$ cat src/sv/bti_pkg.sv
// Shared constants, command item type and kinds for the bilinear table interpolator.
package bti_pkg;

  localparam int ALT_POINTS  = 6;
  localparam int TEMP_POINTS = 4;
  localparam int FRAC_BITS   = 4;

  localparam int ALT_STEP  = 2000 * (1 << FRAC_BITS);
  localparam int TEMP_STEP = 20 * (1 << FRAC_BITS);
  localparam int TEMP_LOW  = -20 * (1 << FRAC_BITS);
  localparam int ALT_MAX   = ALT_STEP * (ALT_POINTS - 1);
  localparam int TEMP_SPAN = TEMP_STEP * (TEMP_POINTS - 1);

  localparam int GRID_SIZE = ALT_POINTS * TEMP_POINTS;
  localparam int GA_W      = $clog2(GRID_SIZE);

  localparam int ALT_W  = 18;
  localparam int TEMP_W = 11;
  localparam int IDX_W  = 5;
  localparam int VAL_W  = 16;

  localparam int DXA_W  = $clog2(ALT_STEP + 1);
  localparam int DXT_W  = $clog2(TEMP_STEP + 1);
  localparam int PROD_W = VAL_W + DXA_W;

  // reciprocals for exact floor division of any PROD_W-bit product by a step
  localparam int RCP_W      = 32;
  localparam int RCP_K_ALT  = PROD_W + $clog2(ALT_STEP);
  localparam int RCP_K_TEMP = PROD_W + $clog2(TEMP_STEP);
  localparam logic [RCP_W-1:0] RCP_ALT =
    RCP_W'(((longint'(1) << RCP_K_ALT) + longint'(ALT_STEP) - 1) / longint'(ALT_STEP));
  localparam logic [RCP_W-1:0] RCP_TEMP =
    RCP_W'(((longint'(1) << RCP_K_TEMP) + longint'(TEMP_STEP) - 1) / longint'(TEMP_STEP));

  typedef enum logic [1:0] {
    CMD_WRITE,
    CMD_QUERY,
    CMD_OOR
  } cmd_kind_t;

  typedef struct packed {
    cmd_kind_t          kind;
    logic [GA_W-1:0]    addr;
    logic [VAL_W-1:0]   value;
    logic [DXA_W-1:0]   dx_a;
    logic [DXT_W-1:0]   dx_t;
  } cmd_t;

endpackage

$ cat src/sv/bti_front.sv
// Front end: accept items, range check queries, find the grid cell and offsets.
module bti_front import bti_pkg::*; (
  input  logic                     in_valid,
  output logic                     in_ready,
  input  logic                     op,
  input  logic [ALT_W-1:0]         altitude,
  input  logic signed [TEMP_W-1:0] temperature,
  input  logic [IDX_W-1:0]         entry_index,
  input  logic [VAL_W-1:0]         entry_value,
  input  logic                     q_space,
  output logic                     push,
  output cmd_t                     cmd
);

  logic keep;

  assign in_ready = q_space;
  assign push     = in_valid && q_space && keep;

  always_comb begin
    int  alt_i;
    int  toff;
    int  ai;
    int  ti;
    int  abase;
    int  tbase;
    logic in_rng;
    alt_i  = int'(altitude);
    toff   = int'(temperature) - TEMP_LOW;
    in_rng = (alt_i <= ALT_MAX) && (toff >= 0) && (toff <= TEMP_SPAN);
    ai     = 0;
    abase  = 0;
    ti     = 0;
    tbase  = 0;
    // pick the cell below an inner breakpoint
    for (int k = 1; k <= ALT_POINTS - 2; k++) begin
      if (alt_i > k * ALT_STEP) begin
        ai    = k;
        abase = k * ALT_STEP;
      end
    end
    for (int k = 1; k <= TEMP_POINTS - 2; k++) begin
      if (toff > k * TEMP_STEP) begin
        ti    = k;
        tbase = k * TEMP_STEP;
      end
    end
    keep       = !op || (int'(entry_index) < GRID_SIZE);
    cmd.value  = entry_value;
    cmd.dx_a   = DXA_W'(alt_i - abase);
    cmd.dx_t   = DXT_W'(toff - tbase);
    if (op) begin
      cmd.kind = CMD_WRITE;
      cmd.addr = GA_W'(entry_index);
    end else begin
      cmd.kind = in_rng ? CMD_QUERY : CMD_OOR;
      cmd.addr = GA_W'(ai * TEMP_POINTS + ti);
    end
  end

endmodule

$ cat src/sv/bti_queue.sv
// Two-entry command queue between front end and back end.
module bti_queue import bti_pkg::*; (
  input  logic clk,
  input  logic rst,
  input  logic push,
  input  cmd_t push_cmd,
  output logic space,
  output logic pop_valid,
  input  logic pop,
  output cmd_t pop_cmd
);

  localparam int DEPTH = 2;

  cmd_t       slots [DEPTH];
  logic       wr_ptr;
  logic       rd_ptr;
  logic [1:0] count;

  assign space     = (count != 2'(DEPTH));
  assign pop_valid = (count != 2'd0);
  assign pop_cmd   = slots[rd_ptr];

  always_ff @(posedge clk) begin
    if (push) begin
      slots[wr_ptr] <= push_cmd;
    end
  end

  always_ff @(posedge clk) begin
    if (rst) begin
      wr_ptr <= 1'b0;
      rd_ptr <= 1'b0;
      count  <= 2'd0;
    end else begin
      if (push) begin
        wr_ptr <= wr_ptr + 1'b1;
      end
      if (pop) begin
        rd_ptr <= rd_ptr + 1'b1;
      end
      case ({push, pop})
        2'b10:   count <= count + 2'd1;
        2'b01:   count <= count - 2'd1;
        default: count <= count;
      endcase
    end
  end

endmodule

$ cat src/sv/bti_back.sv
// Back end: grid memory, corner reads, multiply and reciprocal divide, result register.
module bti_back import bti_pkg::*; (
  input  logic             clk,
  input  logic             rst,
  input  logic             pop_valid,
  output logic             pop,
  input  cmd_t             pop_cmd,
  output logic             out_valid,
  input  logic             out_ready,
  output logic [VAL_W-1:0] climb_rate,
  output logic             in_range
);

  typedef enum logic [2:0] {
    S_IDLE,
    S_START,
    S_READ,
    S_MUL,
    S_DIV,
    S_ADD
  } state_t;

  state_t             state;
  cmd_t               cur;
  logic [VAL_W-1:0]   grid [GRID_SIZE];
  logic [VAL_W-1:0]   rd_data;
  logic [GA_W-1:0]    rd_addr;
  logic               mem_we;
  logic [2:0]         rcnt;
  logic [VAL_W-1:0]   v [4];
  logic [1:0]         lsel;
  logic [VAL_W-1:0]   ly1;
  logic [VAL_W-1:0]   ly2;
  logic [VAL_W-1:0]   lo;
  logic [PROD_W-1:0]  rem;
  logic [VAL_W-1:0]   quo;
  logic               neg;

  logic [VAL_W:0]          diff;
  logic [VAL_W-1:0]        mag;
  logic [DXA_W-1:0]        dx_sel;
  logic [PROD_W-1:0]       prod;
  logic [PROD_W+RCP_W-1:0] qprod;
  logic [VAL_W-1:0]        qval;
  logic [VAL_W-1:0]        lin_res;

  assign pop    = (state == S_IDLE) && pop_valid && !out_valid;
  assign mem_we = (state == S_START) && (cur.kind == CMD_WRITE);

  always_comb begin
    case (rcnt[1:0])
      2'd0:    rd_addr = cur.addr;
      2'd1:    rd_addr = cur.addr + GA_W'(1);
      2'd2:    rd_addr = cur.addr + GA_W'(TEMP_POINTS);
      default: rd_addr = cur.addr + GA_W'(TEMP_POINTS + 1);
    endcase
  end

  assign diff    = {1'b0, ly2} - {1'b0, ly1};
  assign mag     = diff[VAL_W] ? VAL_W'(-diff) : diff[VAL_W-1:0];
  assign dx_sel  = (lsel == 2'd2) ? cur.dx_a : DXA_W'(cur.dx_t);
  assign prod    = mag * dx_sel;
  assign qprod   = rem * ((lsel == 2'd2) ? RCP_ALT : RCP_TEMP);
  assign qval    = (lsel == 2'd2) ? qprod[RCP_K_ALT +: VAL_W] : qprod[RCP_K_TEMP +: VAL_W];
  assign lin_res = neg ? (ly1 - quo) : (ly1 + quo);

  always_ff @(posedge clk) begin
    if (mem_we) begin
      grid[cur.addr] <= cur.value;
    end
    rd_data <= grid[rd_addr];
  end

  always_ff @(posedge clk) begin
    if (rst) begin
      state     <= S_IDLE;
      out_valid <= 1'b0;
    end else begin
      if (out_valid && out_ready) begin
        out_valid <= 1'b0;
      end
      case (state)
        S_IDLE: begin
          if (pop) begin
            cur   <= pop_cmd;
            state <= S_START;
          end
        end
        S_START: begin
          rcnt <= 3'd0;
          case (cur.kind)
            CMD_QUERY: state <= S_READ;
            CMD_OOR: begin
              climb_rate <= '0;
              in_range   <= 1'b0;
              out_valid  <= 1'b1;
              state      <= S_IDLE;
            end
            default: state <= S_IDLE;
          endcase
        end
        S_READ: begin
          if (rcnt != 3'd0) begin
            v[2'(rcnt - 3'd1)] <= rd_data;
          end
          if (rcnt == 3'd4) begin
            ly1   <= v[0];
            ly2   <= v[1];
            lsel  <= 2'd0;
            state <= S_MUL;
          end else begin
            rcnt <= rcnt + 3'd1;
          end
        end
        S_MUL: begin
          rem   <= prod;
          neg   <= diff[VAL_W];
          state <= S_DIV;
        end
        S_DIV: begin
          quo   <= qval;
          state <= S_ADD;
        end
        S_ADD: begin
          case (lsel)
            2'd0: begin
              lo    <= lin_res;
              ly1   <= v[2];
              ly2   <= v[3];
              lsel  <= 2'd1;
              state <= S_MUL;
            end
            2'd1: begin
              ly1   <= lo;
              ly2   <= lin_res;
              lsel  <= 2'd2;
              state <= S_MUL;
            end
            default: begin
              climb_rate <= lin_res;
              in_range   <= 1'b1;
              out_valid  <= 1'b1;
              state      <= S_IDLE;
            end
          endcase
        end
        default: state <= S_IDLE;
      endcase
    end
  end

endmodule

$ cat src/sv/bilinear_table_interpolator.sv
// Bilinear table interpolator top level: front end, command queue, back end.
// A query goes through the queue, a start state, the corner reads through the single grid
// memory port, then three linear steps (multiply, reciprocal divide, add).
// The back end takes a new item only in its idle state with out_valid clear, so it finishes
// one item before it takes the next. Input is taken whenever the two-entry queue has room;
// rst is synchronous and clears control state only, grid entries hold garbage until written.
module bilinear_table_interpolator import bti_pkg::*; (
  input  logic                     clk,
  input  logic                     rst,
  input  logic                     in_valid,
  output logic                     in_ready,
  input  logic                     op,
  input  logic [ALT_W-1:0]         altitude,
  input  logic signed [TEMP_W-1:0] temperature,
  input  logic [IDX_W-1:0]         entry_index,
  input  logic [VAL_W-1:0]         entry_value,
  output logic                     out_valid,
  input  logic                     out_ready,
  output logic [VAL_W-1:0]         climb_rate,
  output logic                     in_range
);

  logic q_space;
  logic push;
  cmd_t push_cmd;
  logic pop_valid;
  logic pop;
  cmd_t pop_cmd;

  bti_front u_front (
    .in_valid    (in_valid),
    .in_ready    (in_ready),
    .op          (op),
    .altitude    (altitude),
    .temperature (temperature),
    .entry_index (entry_index),
    .entry_value (entry_value),
    .q_space     (q_space),
    .push        (push),
    .cmd         (push_cmd)
  );

  bti_queue u_queue (
    .clk       (clk),
    .rst       (rst),
    .push      (push),
    .push_cmd  (push_cmd),
    .space     (q_space),
    .pop_valid (pop_valid),
    .pop       (pop),
    .pop_cmd   (pop_cmd)
  );

  bti_back u_back (
    .clk        (clk),
    .rst        (rst),
    .pop_valid  (pop_valid),
    .pop        (pop),
    .pop_cmd    (pop_cmd),
    .out_valid  (out_valid),
    .out_ready  (out_ready),
    .climb_rate (climb_rate),
    .in_range   (in_range)
  );

endmodule
$ cat config.mk
export PLATFORM = sky130hd
export DESIGN_NAME = bilinear_table_interpolator
export DESIGN_NICKNAME = d
export VERILOG_FILES = /design/src/sv/bti_pkg.sv /design/src/sv/bti_front.sv /design/src/sv/bti_queue.sv /design/src/sv/bti_back.sv /design/src/sv/bilinear_table_interpolator.sv
export SDC_FILE = /design/constraint.sdc
export NUM_CORES = 2
export LEC_CHECK = 0
export BUFFER_PORTS_ARGS = -buffer_cell sky130_fd_sc_hd__buf_2
export CAP_MARGIN = 0
export CORE_MARGIN = 5
export CORE_UTILIZATION = 40
export DETAILED_ROUTE_END_ITERATION = 7
export PLACE_DENSITY = 0.64
export SYNTH_ARGS = -nofsm -noshare
export SYNTH_HDL_FRONTEND = slang
export SYNTH_SLANG_ARGS = --single-unit
$ cat constraint.sdc
create_clock -name clk -period 12.4 [get_ports clk]
set_input_delay 0 -clock clk [delete_from_list [all_inputs] [get_ports clk]]
set_output_delay 0 -clock clk [all_outputs]
set_load 0.005 [all_outputs]
* Yosys cells after proc, flatten, opt, wreduce, memory -nomap -nowiden
Memories as Yosys holds them, arrays and structs flattened. A register that Yosys moved wholly into a read port is not among the register bits.
Cells that the tools add are included.
** Operators by class
- Reduce and logical (&&, ||, !) cells :: 30
- Bitwise operators :: 1
- Equal/unequal tests :: 21
- $mul :: 2
- Magnitude comparators :: 10
- $add $sub $neg :: 17
- Muxes and demuxes :: 55
** Operator list (number)
- $pmux W16 S2 :: 5
- $mux W16 :: 7
- $mux W15 :: 5
- $mul A31 B63 Y62 :: 1
- $gt A18 B17 Y1 const B :: 2
- $mul A16 B15 Y31 :: 1
- $mux W31 :: 1
- $gt A18 B15 Y1 const B :: 1
- $gt A18 B16 Y1 const B :: 1
- $le A18 B18 Y1 const B :: 1
- $mux W9 :: 2
- $pmux W3 S6 :: 1
- $sub A16 B16 Y17 :: 1
- $add A16 B16 Y16 :: 1
- $neg A16 Y16 :: 1
- $sub A16 B16 Y16 :: 1
- $mux W1 :: 15
- $pmux W5 S3 :: 1
- $sub A15 B15 Y15 :: 1
- $mux W2 :: 7
- $ge A12 B1 Y1 const B :: 1
- $gt A12 B10 Y1 const B :: 1
- $gt A12 B11 Y1 const B :: 1
- $le A12 B11 Y1 const B :: 1
- 35 further kinds :: 76
** Word-level totals
- Word-level logic and storage cells :: 154
- Input port bits :: 55
- Memories kept :: 3
- Output and inout bits :: 19
- Bits in writable memories :: 542
- Flip-flop bits (word level) :: 126
** Memories
- u_back.grid :: words 24, bits a word 16, rd ports 1, clocked after Yosys merged registers in 1, write ports 1, line bti_back.sv:25 : logic [VAL_W-1:0] grid [GRID_SIZE];
- u_queue.slots :: words 2, bits a word 47, rd ports 1, clocked after Yosys merged registers in 1, write ports 1, line bti_queue.sv:15 : cmd_t slots [DEPTH];
- u_back.v :: words 4, bits a word 16, rd ports 4, clocked after Yosys merged registers in 0, write ports 1, line bti_back.sv:30 : logic [VAL_W-1:0] v [4];

* Depth between registers and ports, before layout
- Word-level depth :: 7
- Gate-level depth with buffers :: 38
- Gate-level depth less buffers :: 36

* Hierarchy
From an unflattened synthesis, not the netlist that was laid out.
** Unflattened totals
- Cell total of the unflattened synthesis :: 4845
- Area, all modules :: 59404.5 um2
** By module, submodules not included
- bti_back :: seq. area each 18808.0 um2, instances 1, cells each 4509, area each 54634.9 um2
- bti_queue :: seq. area each 2922.8 um2, instances 1, cells each 168, area each 3589.7 um2
- bti_front :: seq. area each 0.0 um2, instances 1, cells each 168, area each 1179.9 um2

* Least setup slack after synthesis
Ideal clock, no wire load.
- Kind :: reg2reg
- Start :: register u_back.lsel[1]
- End :: register u_back.quo[14], data pin
- Buffers on the path :: 4
- Stages on the path, launching flop included :: 33
- Slack :: 3.574 ns
- Arrival time :: 8.567 ns
- Data required time :: 12.140 ns
- Clock period less this slack :: 8.826 ns
- Setup time :: 0.260 ns
- Path through :: edfxtp_1 -> nor2b_1 -> clkbuf_1 -> clkbuf_1 -> clkbuf_1 -> clkbuf_1 -> nand2_1 -> fa_1 -> inv_1 -> fa_1 -> inv_1 -> fa_1 -> inv_1 -> fa_1 -> fa_1 -> inv_1 -> fa_1 -> inv_1 -> fa_1 -> inv_1 -> fa_1 -> inv_1 -> ha_1 -> nand3_1 -> or2_2 -> o32ai_1 -> o21ai_0 -> nand4_1 -> nor2_1 -> o311ai_0 -> a21oi_1 -> xnor2_1 -> mux2_2
** On the way
- Word-level cells in the longest chain between the ends :: 4
** RTL lines
- from (decl) :: line bti_back.sv:31 : logic [1:0] lsel;
- from (signal assigned) :: line bti_back.sv:109 : lsel <= 2'd0;
- from (signal assigned) :: line bti_back.sv:130 : lsel <= 2'd1;
- from (signal assigned) :: line bti_back.sv:136 : lsel <= 2'd2;
- $eq A2 B2 Y1 * :: line bti_back.sv:63, bti_back.sv:64
- $mux W31 :: line bti_back.sv:63 : assign qprod = rem * ((lsel == 2'd2) ? RCP_ALT : RCP_TEMP);
- $mul A31 B63 Y62 :: line bti_back.sv:63
- $mux W16 * :: line bti_back.sv:64 : assign qval = (lsel == 2'd2) ? qprod[RCP_K_ALT +: VAL_W] : qprod[RCP_K_TEMP +: VAL_W];
- via u_back.qval[14] :: line bti_back.sv:44 : logic [VAL_W-1:0] qval;
- to (signal assigned) :: line bti_back.sv:121 : quo <= qval;
- to (decl) :: line bti_back.sv:36 : logic [VAL_W-1:0] quo;
The timed path passes the listed nets; every way through them passes the cells marked *.
A chain may end at the register's enable or synchronous reset.

* Final worst setup path
- Start :: register u_back.lsel[0]
- End :: register u_back.quo[5], data pin
Same word-level chain as after synthesis.

==> results.sh <==
export IMPL_place_hpwl_um=116000
export IMPL_synth_cell_types=77
export IMPL_num_rows=140
export IMPL_fin_tns_setup_ns=0
export IMPL_finClkSkew_ns=0.0456
export IMPL_final_cells=6954
export IMPL_grt_use_total_pct=18.8
export IMPL_crit_type="reg -> reg"
export IMPL_nNetsFinal=6326
export IMPL_die_width_um=394
export IMPL_wl_per_cell_um=20.9
export IMPL_min_path_type="in -> reg"
export IMPL_arrival_ns=10.65
export IMPL_synthFlopType="edfxtp_1"
export IMPL_grt_pass1_wl_um=226000
export IMPL_synth_xor_area_share_pct=1.93
export IMPL_overflow=0
export IMPL_synth_area_mm2=0.0589
export IMPL_synth_area_mux_share_pct=5.49
export IMPL_setup_violations_final=0
export IMPL_multi_input_area_mm2=0.0330
export IMPL_grt_pass1_vias=37869
export IMPL_num_vias=35186
export IMPL_layout_drive_gt1_share_pct=8.60
export IMPL_synth_cells=4790
export IMPL_synth_top_family_by_area="adder cells"
export IMPL_ys_ff_latch=731
export IMPL_start_util_pct=40.3
export IMPL_rsz0062_at_grt="false"
export IMPL_r2r_cells=26
export IMPL_grt_max_degree=97
export IMPL_dieArea_mm2=0.155
export IMPL_ys_seq_area_share_pct=36.9
export IMPL_die_h_um=394
export IMPL_clk_latency_ns=0.65
export IMPL_synth_warnings=0
export IMPL_start_kind="flip-flop"
export IMPL_period_minus_slack_ns=10.28
export IMPL_avgSynthCellArea_um2=12.3
export IMPL_min_path_cells=4
export IMPL_place_inst=6768
export IMPL_io_pin_count=74
export IMPL_drcViolationCount=0
export IMPL_slew_headroom_pct=13.1
export IMPL_fmax_ghz=0.0972
export IMPL_gp_congestion=0.978
export IMPL_hold_viol_final=0
export IMPL_clockBufferDepth=3
export IMPL_worst_pin_slew_ns=1.29
export IMPL_max_cap_violations=0
export IMPL_cts_buffers_inserted=72
export IMPL_yosys_area_share_simple_pct=6.66
export IMPL_fin_crit_sh_pct=82.9
export IMPL_vias_per_cell=5.06
export IMPL_seq_area_mm2=0.0217
export IMPL_cts_root_buf="clkbuf_16"
export IMPL_final_cell_mix="inv_1 (1052), fa_1 (758), edfxtp_1 (707)"
export IMPL_synth_edf_count=707
export IMPL_async_reset_ff_share_pct=0
export IMPL_cts_tree="built"
export IMPL_dpl_instance_area_mm2=0.0619
export IMPL_cts_resized=0
export IMPL_clk_pin_slew_worst_paths_ns=0.06
export IMPL_ant_nets=0
export IMPL_critPathCaptureType="flip-flop"
export IMPL_whs_ns=0.0674
export IMPL_antenna_found_initial=2
export IMPL_nFillCells=13196
export IMPL_run_status="complete, no violations"
export IMPL_cp_required_ns=12.76
export IMPL_crit_fanout=27
export IMPL_antenna_cells=0
export IMPL_portBuffers=73
export IMPL_clock_sinks=731
export IMPL_finalInstanceArea_mm2=0.0648
export IMPL_synthAdderAreaFrac_pct=37.1
export IMPL_drtPass1Iterations=7
export IMPL_synth_compound_area_share_pct=4.43
export IMPL_final_max_slew_viol_count=0
export IMPL_h_tree_depth=3
export IMPL_core_area_mm2=0.146
export IMPL_layout_commonest_cell="inv_1"
export IMPL_drt_iter0_drc=2659
export IMPL_area_growth_pct=10.1
export IMPL_routed_wl_um=145000
-- routing by layer --
| layer | vias to the layer above | track usage (%) | part of all wire (%) |
|---|---|---|---|
| met4 | 0 | 5.81 | 3.1 |
| met5 | - | 0 | 0 |
| met3 | 226 | 3.99 | 6.9 |
| li1 | 16031 | - | - |
| met1 | 17817 | 25.9 | 44 |
| met2 | 1112 | 30.2 | 46 |
-- registers in the layout (all words and copies together) (netlist names), 3 cells and up --
signal	count
u_back.climb_rate	16
u_back.rem	31
u_back.state	3
u_back.rcnt	3
u_back.quo	16
u_back.cur	47
u_back.grid	384
u_back.ly1	16
u_back.v	64
u_back.ly2	16
u_queue.slots	94
u_back.rd_data	16
u_back.lo	16
-- worst paths after layout --
check                                     from                            end  slack, ns
setup / recovery  u_back.lsel[0]$_SDFFCE_PN0P_        u_back.quo[5]$_DFFE_PP_       2.12
hold reg to reg      u_back.rd_data[8]$_DFF_P_       u_back.v[1][8]$_DFFE_PP_       0.48
setup reg to reg  u_back.lsel[0]$_SDFFCE_PN0P_        u_back.quo[5]$_DFFE_PP_       2.12
hold / removal                  temperature[8]  u_queue.slots[0][8]$_DFFE_PP_       0.07
-- timing repair --
item	CTS	global route
buffers inserted	0	0
hold buffers	56	0
endpoints found under the hold margin	101	0
-- critical path, stage by stage (launching register included) --
cell and delay [ns]:
edfxtp_1 0.45, nand2b_2 0.72, buf_4 0.50, nand2_1 0.35, inv_1 0.33, ha_1 0.32, fa_1 0.49, fa_1 0.53
inv_1 0.05, fa_1 0.55, inv_1 0.09, fa_1 0.50, inv_1 0.05, fa_1 0.53, inv_1 0.05, fa_1 0.49
fa_1 0.41, ha_1 0.41, nand3_1 0.20, nor4_1 0.63, o211ai_1 0.17, a21oi_1 0.45, nor2_1 0.14, o311ai_0 0.87
a21oi_1 0.18, xor2_1 0.35, o21ai_0 0.14
-- stage by stage --
step	utilization, %	setup slack [ns]
final	44.4	2.12
after global routing	44.4	1.74
after CTS	44.4	2.15
after detailed placement	42.4	2.21
after global placement	42.4	2.28
after floorplan	-	3.57
-- synthesized netlist by cell type (all sizes together) (40+ instances only) --
| cell | instances | area, um2 |
|---|---|---|
| nor2b | 40 | 250 |
| ha | 532 | 6660 |
| mux2 | 52 | 586 |
| a21o | 50 | 375 |
| mux2i | 48 | 480 |
| a21oi | 143 | 716 |
| nor2 | 277 | 1040 |
| nand2 | 309 | 1160 |
| mux4 | 96 | 2160 |
| inv | 1052 | 3950 |
| clkbuf | 98 | 368 |
| edfxtp | 707 | 21200 |
| nand2b | 42 | 263 |
| and2 | 48 | 300 |
| o21ai | 52 | 272 |
| fa | 758 | 15200 |
| xnor2 | 92 | 806 |
-- cell families (layout without fill, tap and decap cells) --
group	count (synthesis)	count (layout)
adder cells (fa/ha/maj)	1290	1290
buffers and inverters	1169	1368
AND/OR/NAND/NOR	868	868
flip-flops	731	731
AO/OA/AOI/OAI	406	406
multiplexers	196	196
XOR/XNOR	128	128
other	2	50
-- layout make-up --
class	count	area share [%]
Timing Repair Buffer	185	2.10
Clock buffer	94	3.00
Inverter	1053	6.10
Multi-Input combinational cell	2938	51.0
Clock inverter	36	0.662
Tap cell	1917	3.70
Sequential cell	731	33.5
Power is left out: the tool's default activity adds up to more than one toggle a clock period on the data nets, which glitch-free logic cannot reach.
